--- src/rtl/mml_pkg.sv ---
package mml_pkg;

  // Longest token length that the length counter reports before it saturates.
  localparam int MaxTokenLength = 255;
  localparam int LenLimitInt    = (MaxTokenLength > 255) ? 255 : MaxTokenLength;
  localparam logic [7:0] LenLimit = 8'(LenLimitInt);

  // Depth of the queue between the automaton and the output port.
  localparam int QueueDepth = 4;
  localparam int QueuePtrW  = $clog2(QueueDepth);
  localparam int QueueCntW  = $clog2(QueueDepth + 1);

  typedef enum logic [2:0] {
    KindIdent  = 3'd0,
    KindLit    = 3'd1,
    KindDelim  = 3'd2,
    KindPrefix = 3'd3,
    KindInfix  = 3'd4,
    KindError  = 3'd5
  } token_kind_e;

  // One result word.
  typedef struct packed {
    token_kind_e kind;
    logic [7:0]  len;
  } result_t;

  // The results that one input word causes: one, or two when two is set.
  typedef struct packed {
    logic    two;
    result_t first;
    result_t second;
  } result_pair_t;

endpackage

--- src/rtl/mml_in_if.sv ---
interface mml_in_if;
  logic       valid;
  logic       ready;
  logic [7:0] symbol;
  logic       end_of_text;

  modport source (output valid, output symbol, output end_of_text, input ready);
  modport sink (input valid, input symbol, input end_of_text, output ready);
endinterface

--- src/rtl/mml_out_if.sv ---
interface mml_out_if;
  logic       valid;
  logic       ready;
  logic [2:0] token_kind;
  logic [7:0] token_length;
  logic       last_of_run;

  modport source (output valid, output token_kind, output token_length,
                  output last_of_run, input ready);
  modport sink (input valid, input token_kind, input token_length,
                input last_of_run, output ready);
endinterface

--- src/rtl/mml_front.sv ---
module mml_front (
  input  logic                  clk_i,
  input  logic                  rst_ni,
  mml_in_if.sink                in_i,
  input  logic                  full_i,
  output logic                  push_o,
  output mml_pkg::result_pair_t pair_o
);
  import mml_pkg::*;

  typedef enum logic [10:0] {
    StStart  = 11'b00000000001,
    StLt     = 11'b00000000010,
    StEq     = 11'b00000000100,
    StIdent  = 11'b00000001000,
    StLit    = 11'b00000010000,
    StDelim  = 11'b00000100000,
    StPrefix = 11'b00001000000,
    StSingle = 11'b00010000000,
    StLe     = 11'b00100000000,
    StLeg    = 11'b01000000000,
    StArrow  = 11'b10000000000
  } lex_state_e;

  typedef struct packed {
    logic       trap;
    lex_state_e state;
  } lex_step_t;

  localparam logic [7:0] ChZero   = 8'h30;
  localparam logic [7:0] ChOne    = 8'h31;
  localparam logic [7:0] ChNine   = 8'h39;
  localparam logic [7:0] ChLowA   = 8'h61;
  localparam logic [7:0] ChLowZ   = 8'h7A;
  localparam logic [7:0] ChLParen = 8'h28;
  localparam logic [7:0] ChRParen = 8'h29;
  localparam logic [7:0] ChBang   = 8'h21;
  localparam logic [7:0] ChStar   = 8'h2A;
  localparam logic [7:0] ChPlus   = 8'h2B;
  localparam logic [7:0] ChLt     = 8'h3C;
  localparam logic [7:0] ChEq     = 8'h3D;
  localparam logic [7:0] ChGt     = 8'h3E;

  // One move of the automaton; trap means the character has no move.
  function automatic lex_step_t step(lex_state_e st, logic [7:0] c);
    lex_step_t r;
    r.trap  = 1'b0;
    r.state = StStart;
    case (st)
      StStart: begin
        if (c inside {[ChLowA:ChLowZ]}) r.state = StIdent;
        else if (c inside {ChZero, ChOne}) r.state = StLit;
        else if (c inside {ChLParen, ChRParen}) r.state = StDelim;
        else if (c == ChBang) r.state = StPrefix;
        else if (c inside {ChStar, ChPlus}) r.state = StSingle;
        else if (c == ChLt) r.state = StLt;
        else if (c == ChEq) r.state = StEq;
        else r.trap = 1'b1;
      end
      StIdent: begin
        if (c inside {[ChLowA:ChLowZ], [ChZero:ChNine]}) r.state = StIdent;
        else r.trap = 1'b1;
      end
      StLt: begin
        if (c == ChEq) r.state = StLe;
        else r.trap = 1'b1;
      end
      StLe: begin
        if (c == ChGt) r.state = StLeg;
        else r.trap = 1'b1;
      end
      StEq: begin
        if (c == ChGt) r.state = StArrow;
        else r.trap = 1'b1;
      end
      default: begin
        r.trap = 1'b1;
      end
    endcase
    return r;
  endfunction

  // Token kind of an accepting state; any other state reports an error.
  function automatic token_kind_e kind_of(lex_state_e st);
    token_kind_e k;
    case (st)
      StIdent:                      k = KindIdent;
      StLit:                        k = KindLit;
      StDelim:                      k = KindDelim;
      StPrefix:                     k = KindPrefix;
      StSingle, StLe, StLeg, StArrow: k = KindInfix;
      default:                      k = KindError;
    endcase
    return k;
  endfunction

  lex_state_e   state_q, state_d;
  logic [7:0]   len_q, len_d;
  lex_step_t    cont, fresh;
  result_t      pending;
  result_pair_t pair;
  logic         emit;
  logic         accept;

  assign in_i.ready = !full_i;
  assign accept     = in_i.valid && in_i.ready;

  // The current character tried both as a continuation and as a fresh start.
  assign cont  = step(state_q, in_i.symbol);
  assign fresh = step(StStart, in_i.symbol);

  // Report of the pending attempt, with length zero for an error.
  always_comb begin
    pending.kind = kind_of(state_q);
    pending.len  = (pending.kind == KindError) ? 8'd0 : len_q;
  end

  // Next automaton state and the results this word causes.
  always_comb begin
    state_d       = state_q;
    len_d         = len_q;
    emit          = 1'b0;
    pair.two      = 1'b0;
    pair.first    = pending;
    pair.second.kind = KindError;
    pair.second.len  = 8'd0;
    if (in_i.end_of_text) begin
      if (state_q != StStart) begin
        emit    = 1'b1;
        state_d = StStart;
        len_d   = 8'd0;
      end
    end else if (state_q == StStart) begin
      if (fresh.trap) begin
        emit             = 1'b1;
        pair.first.kind  = KindError;
        pair.first.len   = 8'd0;
      end else begin
        state_d = fresh.state;
        len_d   = 8'd1;
      end
    end else if (!cont.trap) begin
      state_d = cont.state;
      if (len_q < LenLimit) begin
        len_d = len_q + 8'd1;
      end
    end else begin
      // Report the attempt, then restart on this character.
      emit = 1'b1;
      if (fresh.trap) begin
        pair.two = 1'b1;
        state_d  = StStart;
        len_d    = 8'd0;
      end else begin
        state_d = fresh.state;
        len_d   = 8'd1;
      end
    end
  end

  assign push_o = accept && emit;
  assign pair_o = pair;

  always_ff @(posedge clk_i or negedge rst_ni) begin
    if (!rst_ni) begin
      state_q <= StStart;
      len_q   <= 8'd0;
    end else if (accept) begin
      state_q <= state_d;
      len_q   <= len_d;
    end
  end

endmodule

--- src/rtl/mml_fifo.sv ---
module mml_fifo (
  input  logic                  clk_i,
  input  logic                  rst_ni,
  input  logic                  push_i,
  input  mml_pkg::result_pair_t wdata_i,
  output logic                  full_o,
  input  logic                  pop_i,
  output mml_pkg::result_pair_t rdata_o,
  output logic                  empty_o
);
  import mml_pkg::*;

  result_pair_t                 mem_q [QueueDepth];
  logic [QueuePtrW-1:0]         wr_ptr_q, rd_ptr_q;
  logic [QueueCntW-1:0]         count_q;

  assign full_o  = (count_q == QueueCntW'(QueueDepth));
  assign empty_o = (count_q == '0);
  assign rdata_o = mem_q[rd_ptr_q];

  // Entry storage; entries are only read after they are written.
  always_ff @(posedge clk_i) begin
    if (push_i) begin
      mem_q[wr_ptr_q] <= wdata_i;
    end
  end

  // Pointers and fill count.
  always_ff @(posedge clk_i or negedge rst_ni) begin
    if (!rst_ni) begin
      wr_ptr_q <= '0;
      rd_ptr_q <= '0;
      count_q  <= '0;
    end else begin
      if (push_i) begin
        wr_ptr_q <= wr_ptr_q + QueuePtrW'(1);
      end
      if (pop_i) begin
        rd_ptr_q <= rd_ptr_q + QueuePtrW'(1);
      end
      if (push_i && !pop_i) begin
        count_q <= count_q + QueueCntW'(1);
      end else if (pop_i && !push_i) begin
        count_q <= count_q - QueueCntW'(1);
      end
    end
  end

endmodule

--- src/rtl/mml_back.sv ---
module mml_back (
  input  logic                  clk_i,
  input  logic                  rst_ni,
  input  mml_pkg::result_pair_t pair_i,
  input  logic                  empty_i,
  output logic                  pop_o,
  mml_out_if.source             out_o
);
  import mml_pkg::*;

  result_pair_t entry_q;
  logic         valid_q;
  logic         second_q;
  logic         take;
  logic         done;
  logic         load;
  result_t      cur;

  // A word leaves; the entry is done after its last result.
  assign take  = valid_q && out_o.ready;
  assign done  = take && (second_q || !entry_q.two);
  assign load  = (!valid_q || done) && !empty_i;
  assign pop_o = load;

  assign cur                = second_q ? entry_q.second : entry_q.first;
  assign out_o.valid        = valid_q;
  assign out_o.token_kind   = cur.kind;
  assign out_o.token_length = cur.len;
  assign out_o.last_of_run  = second_q || !entry_q.two;

  // Output entry register.
  always_ff @(posedge clk_i) begin
    if (load) begin
      entry_q <= pair_i;
    end
  end

  // Output valid and the result select within the entry.
  always_ff @(posedge clk_i or negedge rst_ni) begin
    if (!rst_ni) begin
      valid_q  <= 1'b0;
      second_q <= 1'b0;
    end else if (load) begin
      valid_q  <= 1'b1;
      second_q <= 1'b0;
    end else if (done) begin
      valid_q  <= 1'b0;
      second_q <= 1'b0;
    end else if (take) begin
      second_q <= 1'b1;
    end
  end

endmodule

--- src/rtl/maximal_munch_token_lexer.sv ---
// Path: a result word is written into the queue on the edge that accepts its character,
// then loaded into the output entry register, which drives the output port.
// Throughput: one character per cycle while the queue is not full; a character that causes
// two results holds the output port for both; the four-entry queue absorbs it, then stalls.
// The output port, one result word per cycle while ready is high, sets the sustained rate.
// Reset (rst_ni low, asynchronous): automaton at start, length zero, queue empty.
module maximal_munch_token_lexer (
  input  logic      clk_i,
  input  logic      rst_ni,
  mml_in_if.sink    in_i,
  mml_out_if.source out_o
);
  import mml_pkg::*;

  result_pair_t wr_pair;
  result_pair_t rd_pair;
  logic         push;
  logic         pop;
  logic         full;
  logic         empty;

  // Automaton and result building.
  mml_front u_front (
    .clk_i  (clk_i),
    .rst_ni (rst_ni),
    .in_i   (in_i),
    .full_i (full),
    .push_o (push),
    .pair_o (wr_pair)
  );

  // Queue of result entries.
  mml_fifo u_fifo (
    .clk_i   (clk_i),
    .rst_ni  (rst_ni),
    .push_i  (push),
    .wdata_i (wr_pair),
    .full_o  (full),
    .pop_i   (pop),
    .rdata_o (rd_pair),
    .empty_o (empty)
  );

  // Output serializer.
  mml_back u_back (
    .clk_i  (clk_i),
    .rst_ni (rst_ni),
    .pair_i (rd_pair),
    .empty_i(empty),
    .pop_o  (pop),
    .out_o  (out_o)
  );

  // The queue is never written when full nor read when empty.
  a_no_overflow : assert property (@(posedge clk_i) disable iff (!rst_ni)
    push |-> !full) else $error("result queue written while full");

  a_no_underflow : assert property (@(posedge clk_i) disable iff (!rst_ni)
    pop |-> !empty) else $error("result queue read while empty");

  // An error result carries length zero.
  a_error_len : assert property (@(posedge clk_i) disable iff (!rst_ni)
    (out_o.valid && out_o.token_kind == KindError) |-> (out_o.token_length == 8'd0))
    else $error("error result with nonzero length");

  // The result after a non-final one is the final error of the same character.
  a_second_error : assert property (@(posedge clk_i) disable iff (!rst_ni)
    (out_o.valid && out_o.ready && !out_o.last_of_run) |=>
    (out_o.valid && out_o.last_of_run && out_o.token_kind == KindError))
    else $error("second result of a character is not a final error");

endmodule
--- src/flat_wrapper.sv ---
// flat-port wrapper written by rule: the top's interface ports become plain ports
module maximal_munch_token_lexer_flat import mml_pkg::*;
  (clk_i, rst_ni, in_i_valid, in_i_symbol, in_i_end_of_text, in_i_ready, out_o_valid, out_o_token_kind, out_o_token_length, out_o_last_of_run, out_o_ready);
  mml_in_if in_i_i ();
  mml_out_if out_o_i ();
  input  logic clk_i;
  input  logic rst_ni;
  input wire logic [$bits(in_i_i.valid)-1:0] in_i_valid;
  input wire logic [$bits(in_i_i.symbol)-1:0] in_i_symbol;
  input wire logic [$bits(in_i_i.end_of_text)-1:0] in_i_end_of_text;
  output wire logic [$bits(in_i_i.ready)-1:0] in_i_ready;
  output wire logic [$bits(out_o_i.valid)-1:0] out_o_valid;
  output wire logic [$bits(out_o_i.token_kind)-1:0] out_o_token_kind;
  output wire logic [$bits(out_o_i.token_length)-1:0] out_o_token_length;
  output wire logic [$bits(out_o_i.last_of_run)-1:0] out_o_last_of_run;
  input wire logic [$bits(out_o_i.ready)-1:0] out_o_ready;
  assign in_i_i.valid = in_i_valid;
  assign in_i_i.symbol = in_i_symbol;
  assign in_i_i.end_of_text = in_i_end_of_text;
  assign in_i_ready = in_i_i.ready;
  assign out_o_valid = out_o_i.valid;
  assign out_o_token_kind = out_o_i.token_kind;
  assign out_o_token_length = out_o_i.token_length;
  assign out_o_last_of_run = out_o_i.last_of_run;
  assign out_o_i.ready = out_o_ready;
  maximal_munch_token_lexer u_core (.clk_i(clk_i), .rst_ni(rst_ni), .in_i(in_i_i), .out_o(out_o_i));
endmodule
--- config.mk ---
export PLATFORM = sky130hd
export DESIGN_NAME = maximal_munch_token_lexer_flat
export DESIGN_NICKNAME = d
export VERILOG_FILES = /design/src/rtl/mml_pkg.sv /design/src/rtl/mml_in_if.sv /design/src/rtl/mml_out_if.sv /design/src/rtl/mml_front.sv /design/src/rtl/mml_fifo.sv /design/src/rtl/mml_back.sv /design/src/rtl/maximal_munch_token_lexer.sv /design/src/flat_wrapper.sv
export SDC_FILE = /design/constraint.sdc
export NUM_CORES = 1
export LEC_CHECK = 0
export BUFFER_PORTS_ARGS = -buffer_cell sky130_fd_sc_hd__buf_4
export CAP_MARGIN = 25
export CORE_ASPECT_RATIO = 1.5
export CORE_MARGIN = 4
export CORE_UTILIZATION = 50
export CTS_BUF_LIST = sky130_fd_sc_hd__clkbuf_4
export DETAILED_ROUTE_END_ITERATION = 12
export PLACE_DENSITY = 0.68
export SYNTH_ARGS = -nofsm -noshare
export SYNTH_HDL_FRONTEND = slang
export SYNTH_SLANG_ARGS = --single-unit
--- constraint.sdc ---
create_clock -name clk_i -period 3.6 [get_ports clk_i]
set_input_delay 0.72 -clock clk_i [delete_from_list [all_inputs] [get_ports clk_i]]
set_output_delay 0.72 -clock clk_i [all_outputs]
set_load 0.05 [all_outputs]
# Word-level counts from Yosys, hierarchy flattened
# Memories as Yosys holds them, arrays and structs flattened. A register that Yosys moved wholly into a read port is not among the register bits.
# Cells that the tools add are included.
# W data, S select, Z words.
[totals]
reg_bits = 39
ram_bits = 48
inputBits = 13
output_inout_bits = 14
word_cells = 133
memories = 1
[classes]
n_addsub = 5
magnitude_cmp = 5
n_eq_ne = 26
muxes = 57
reduce_logical = 30
[mem_list]
columns = ["memory", "words", "width", "read_ports", "rd_clocked_by_memory_dff", "write_ports", "line_no", "source"]
rows = [
  ["u_core.u_fifo.mem_q", 4, 12, 1, 1, 1, "mml_fifo.sv:13", "result_pair_t mem_q [QueueDepth];"],
]
[op_table]
columns = ["cell", "n"]
rows = [
  ["$mux W11", 10],
  ["$mux W8", 12],
  ["$eq A8 B6 Y1 const B", 10],
  ["$pmux W11 S4", 1],
  ["$mux W1", 24],
  ["$pmux W3 S5", 1],
  ["$mux W12", 1],
  ["$mux W3", 4],
  ["$reduce_bool A2 Y1", 6],
  ["$eq A11 B1 Y1 const B", 1],
  ["$eq A11 B10 Y1 const B", 1],
  ["$eq A11 B11 Y1 const B", 1],
  ["$eq A11 B2 Y1 const B", 1],
  ["$eq A11 B3 Y1 const B", 1],
  ["$eq A11 B4 Y1 const B", 1],
  ["$eq A11 B5 Y1 const B", 1],
  ["$eq A11 B6 Y1 const B", 1],
  ["$eq A11 B7 Y1 const B", 1],
  ["$eq A11 B8 Y1 const B", 1],
  ["$eq A11 B9 Y1 const B", 1],
  ["$ne A11 B1 Y1 const B", 1],
  ["$mux W10", 1],
  ["$logic_and A1 B1 Y1", 9],
  ["$mux W9", 1],
  ["23 further kinds", 31],
]

# Longest topological paths before layout
[logic_depth]
word_depth = 17
mapped_depth = 13
ltp_nobuf = 12

# By module
# A second synthesis with hierarchy kept.
[hier_totals]
cells_unflattened = 406
area_unflattened_um2 = 6359.8
[by_module_without_submodules]
columns = ["mod", "instances", "cells_each", "area_each_um2", "seq_area_each_um2"]
rows = [
  ["mml_fifo", 1, 155, 3756.1, 2937.8],
  ["mml_front", 1, 207, 1642.8, 476.7],
  ["mml_back", 1, 44, 960.9, 740.7],
]

# Least setup slack after synthesis
# No wires, ideal clock.
[synth_timing]
path_type = "in2reg"
startpoint = "in in_i_symbol[0]"
endpoint = "reg u_core.u_fifo.count_q[2]"
setup_time_ns = 0.079
arrival_ns = 2.893
t_required_ns = 3.521
path_slack_ns = 0.627
stages = 12
n_path_buf = 0
path_cell_list = "or3_1 -> nor3_2 -> nor4_4 -> o311ai_2 -> nand2_2 -> inv_1 -> ha_1 -> inv_1 -> fa_1 -> xor2_1 -> nor2_1 -> xor2_1"
[synth_via]
elab_chain_len = 16
word_cells_on_any_way = 40
classes_between = "order compare (4); eq/ne (10); mux (15); reduce/logical (11)"
[synth_lines]
columns = ["element", "line_no", "source"]
rows = [
  ["start: declaration", "flat_wrapper.sv:9", "input wire logic [$bits(in_i_i.symbol)-1:0] in_i_symbol;"],
  ["$eq A8 B6 Y1", "mml_front.sv:57, mml_front.sv:65", ""],
  ["$mux W1", "mml_front.sv:57, mml_front.sv:65", ""],
  ["$mux W1", "mml_front.sv:56", "else if (c == ChLt) r.state = StLt;"],
  ["$mux W1", "mml_front.sv:55", "else if (c inside {ChStar, ChPlus}) r.state = StSingle;"],
  ["$mux W1", "mml_front.sv:54", "else if (c == ChBang) r.state = StPrefix;"],
  ["$mux W1", "mml_front.sv:53", "else if (c inside {ChLParen, ChRParen}) r.state = StDelim;"],
  ["$mux W1", "mml_front.sv:52", "else if (c inside {ChZero, ChOne}) r.state = StLit;"],
  ["$mux W1", "mml_front.sv:51", "if (c inside {[ChLowA:ChLowZ]}) r.state = StIdent;"],
  ["$pmux W1 S4", "mml_front.sv:49", "case (st)"],
  ["$mux W1", "mml_front.sv:142", "end else if (!cont.trap) begin"],
  ["$mux W1 (*)", "mml_front.sv:133", "end else if (state_q == StStart) begin"],
  ["$mux W1 (*)", "mml_front.sv:127", "if (in_i.end_of_text) begin"],
  ["$logic_and A1 B1 Y1 (*)", "mml_front.sv:161", "assign push_o = accept && emit;"],
  ["net u_core.push", "maximal_munch_token_lexer.sv:17", "logic push;"],
  ["$logic_not A1 Y1", "mml_fifo.sv:43", "end else if (pop_i && !push_i) begin"],
  ["$logic_and A1 B1 Y1", "mml_fifo.sv:43", ""],
  ["$reduce_bool A2 Y1 (no source line)", "-", ""],
  ["end signal: assignment", "mml_fifo.sv:42", "count_q <= count_q + QueueCntW'(1);"],
  ["end signal: assignment", "mml_fifo.sv:44", "count_q <= count_q - QueueCntW'(1);"],
  ["end: declaration", "mml_fifo.sv:15", "logic [QueueCntW-1:0] count_q;"],
]
# The timed path passes the listed nets; every way through them passes the cells marked *.
# A chain may end at the register's enable or synchronous reset.

# Worst setup path in the final report
[layout_timing]
startpoint = "reg u_core.u_front.state_q[9]"
endpoint = "reg u_core.u_fifo.count_q[1]"
[layout_via]
elab_chain_len = 10
word_cells_on_any_way = 18
classes_between = "eq/ne (6); mux (6); reduce/logical (6)"
[layout_lines]
columns = ["element", "line_no", "source"]
rows = [
  ["start: declaration", "mml_front.sv:97", "lex_state_e state_q, state_d;"],
  ["start signal: assignment", "mml_front.sv:166", "state_q <= StStart;"],
  ["start signal: assignment", "mml_front.sv:169", "state_q <= state_d;"],
  ["$eq A11 B9 Y1 / $eq A11 B3 Y1 (equally long branches)", "mml_front.sv:49", ""],
  ["$reduce_or A2 Y1 (no source line)", "-", ""],
  ["$pmux W1 S4", "mml_front.sv:49", ""],
  ["$mux W1", "mml_front.sv:142", ""],
  ["$mux W1", "mml_front.sv:133", ""],
  ["$mux W1 (*)", "mml_front.sv:127", ""],
  ["$logic_and A1 B1 Y1 (*)", "mml_front.sv:161", ""],
  ["net u_core.push", "maximal_munch_token_lexer.sv:17", ""],
  ["$logic_not A1 Y1", "mml_fifo.sv:43", ""],
  ["$logic_and A1 B1 Y1", "mml_fifo.sv:43", ""],
  ["$reduce_bool A2 Y1 (no source line)", "-", ""],
]
# Marked as above.

==> results.toml <==
[synth]
synth_area_leader_cell = "edfxtp_1"
async_flop_share_pct = 31.8
synth_area_leaders = "edfxtp_1, dfrtp_1, mux4_2"
synth_top_area_share_pct = 42.1
syn_nets = 353
syn_area_per_cell_um2 = 12.9
synth_flop_cell = "edfxtp_1"
synth_area_um2 = 4280
synth-edff-count = 60
ys_types = 61
synthTopCellsByCount = "edfxtp_1, nand2_1, dfrtp_1, o21ai_0, nor2b_1"
syn_inst = 333
synth_warnings = 0
ys_ff_latch = 88
ys_seq_area_share_pct = 58.4
yosysMostFrequentCell = "edfxtp_1"

[drt]
firstDrtPassIters = 4
wl_per_cell_um = 15.9
wl_um = 7590
vias = 2686
drt_drc_violations_left = 0
drt_iter0_drc = 145
ant_nets = 0
via_per_inst = 5.63

[sta]
rsz0062_at_grt = "no"
setup_viol = 0
final.period_utilization_pct = 83.5
maxSlewHeadroom_pct = 42.7
hold_viol = 0
fin_crit_ns = 3.01
fmax_mhz = 333
tns_ns = 0
drv_slew = 0
fin_skew_ns = 0.00986
tightest_slew_ns = 0.859

[place]
gp_congestion = 0.812
io_buffers = 26
place_inst = 460
dpl.hpwl_um = 5480

[setup_path]
critical_path.endpoint_type = "flop"
r2r_slack_ns = 0.59
crit_path_max_fanout = 6
critPathLaunchType = "flop"
r2r_end = "u_core.u_fifo.count_q[1]"
rr_worst_depth = 10
reg2reg_from = "u_core.u_front.state_q[9]"
arrival_ns = 3.33
critical_path_class = "flop to flop"
required_ns = 3.92

[power_and_ir_drop]
leakage_nw = 1.74
ir_drop_mv = 0.363
power_density_nw_per_um2 = 670

[clocking]
cts_setup_buffers = 0
cts_root_buf = "clkbuf_4"
cts_sinks = 88
cts_resized = 0
clock_latency_ns = 0.42
clockBufferDepth = 2
htreeDepth = 3
cts_tree = "done"
cts_made_buffers = 9
clk_pin_slew_worst_paths_ns = 0.13
cts_hold_buf = 0

[die]
die_h_um = 121
fp-row-count = 41
start_util_pct = 50.9
core_um2 = 8410
fp.dieW_um = 83.6
pin_count = 27
die_area_um2 = 10100

[run]
maxCapViolCount = 0

[global_routing]
globalRoute.totalOverflow = 0
grt_max_degree = 29
grt_pass1_wl_um = 12800
grt_use_total_pct = 16.0
antenna_found_initial = 1
grt_pass1_vias = 2658

[hold_path]
min-delay-path-class = "input port to async pin"

[status]
outcome = "finished, final reports clean"

[cells_and_area]
instances_no_fill = 477
nets = 384
drive_gt1_share_pct = 22.8
fill_cells = 703
area_delta_synth_final_pct = 11.0
## power by group
| group | switching [mW] | internal [mW] |
|---|---|---|
| logic | 0.593 | 0.414 |
| registers | 0.186 | 1.30 |
| clock network | 0.307 | 0.384 |
| total | 1.09 | 2.10 |
## metrics by stage
stage               hold WS (ns)  utilization, %  power, mW  worst slack, ns  instance area (µm²)
finish                     0.200            56.5       3.19            0.594                 4760
global route               0.182            56.5       3.37            0.412                 4760
CTS                        0.191            56.5       3.23            0.581                 4750
detailed placement         0.517            54.3       2.54            0.272                 4570
global placement           0.502            54.3       2.51            0.358                 4570
floorplan                  0.424               -       2.27            0.627                 4280
## worst max-delay path, stage by stage, from the launching register on
cell and delay [ns]:
dfrtp_1 0.47, nor4_4 0.45, nand4_2 0.23, nor4_4 0.42
o311ai_2 0.22, nand2_2 0.14, inv_1 0.05, ha_1 0.19
inv_1 0.07, fa_1 0.40, mux2_2 0.27
## placed cells by master, fill, tap and decap left out, drive strengths merged, types with 3 or more instances in the layout
cell type	instances
dfrtp	27
clkbuf	13
nor3b	3
nor3	11
mux4	12
nor2b	19
buf	34
nor4	6
xor2	7
o21ai	28
nand4	4
nand3	7
ha	6
a21o	3
edfxtp	60
xnor2	4
a32o	4
inv	10
or2	4
bufinv	3
nand2	38
a21oi	11
and3	9
nor2	13
## how the worst max path moves through the flow
stage | start | to | cells past startpoint
final | u_core.u_front.state_q[9] | u_core.u_fifo.count_q[1] | 10
after detailed placement | in_i_symbol[0] | u_core.u_fifo.count_q[2] | 13
after global placement | in_i_symbol[0] | u_core.u_fifo.count_q[2] | 13
after CTS | u_core.u_front.state_q[9] | u_core.u_fifo.count_q[1] | 10
after global routing | u_core.u_front.state_q[9] | u_core.u_fifo.count_q[1] | 10
after floorplan | in_i_symbol[0] | u_core.u_fifo.count_q[2] | 12
## final cells by class
type,instances,area [µm²],share of cell area (%)
timing repair buffer,34,255,5.37
clock buffer,13,97.6,2.05
tap,107,134,2.81
multi-input combinational,221,1640,34.4
clock inverter,3,90.1,1.89
sequential,88,2500,52.6
inverter,10,37.5,0.789
antenna,1,2.50,0.0526
## state kept, by name (all words and copies together), names as in the netlist
name / flops
u_core.u_back.second_q: 1
u_core.u_fifo.rd_ptr_q: 2
u_core.u_back.out_o.valid: 1
u_core.u_back.entry_q: 12
u_core.u_fifo.mem_q: 48
u_core.u_fifo.count_q: 3
u_core.u_front.len_q: 8
u_core.u_front.state_q: 11
u_core.u_fifo.wr_ptr_q: 2
## routing by layer
layer  global-route usage [%]  up-vias  routed length [µm]
li1                         -     1307                   -
met1                     18.6     1307                3130
met2                     28.2       57                4050
met3                     3.46       15                 262
met4                     7.14        0                 151
met5                        0        -                   0
## cells by family after synthesis
logic type / share of synthesized area, %
DFF: 58.4
buffers and inverters: 3.36
AOI/OAI and AO/OA: 9.64
adders and majority gates: 2.22
xor gates and xnor gates: 2.25
and+or+nand+nor: 17.3
muxes: 6.83
No activity file was read; power rests on OpenSTA's default activity.
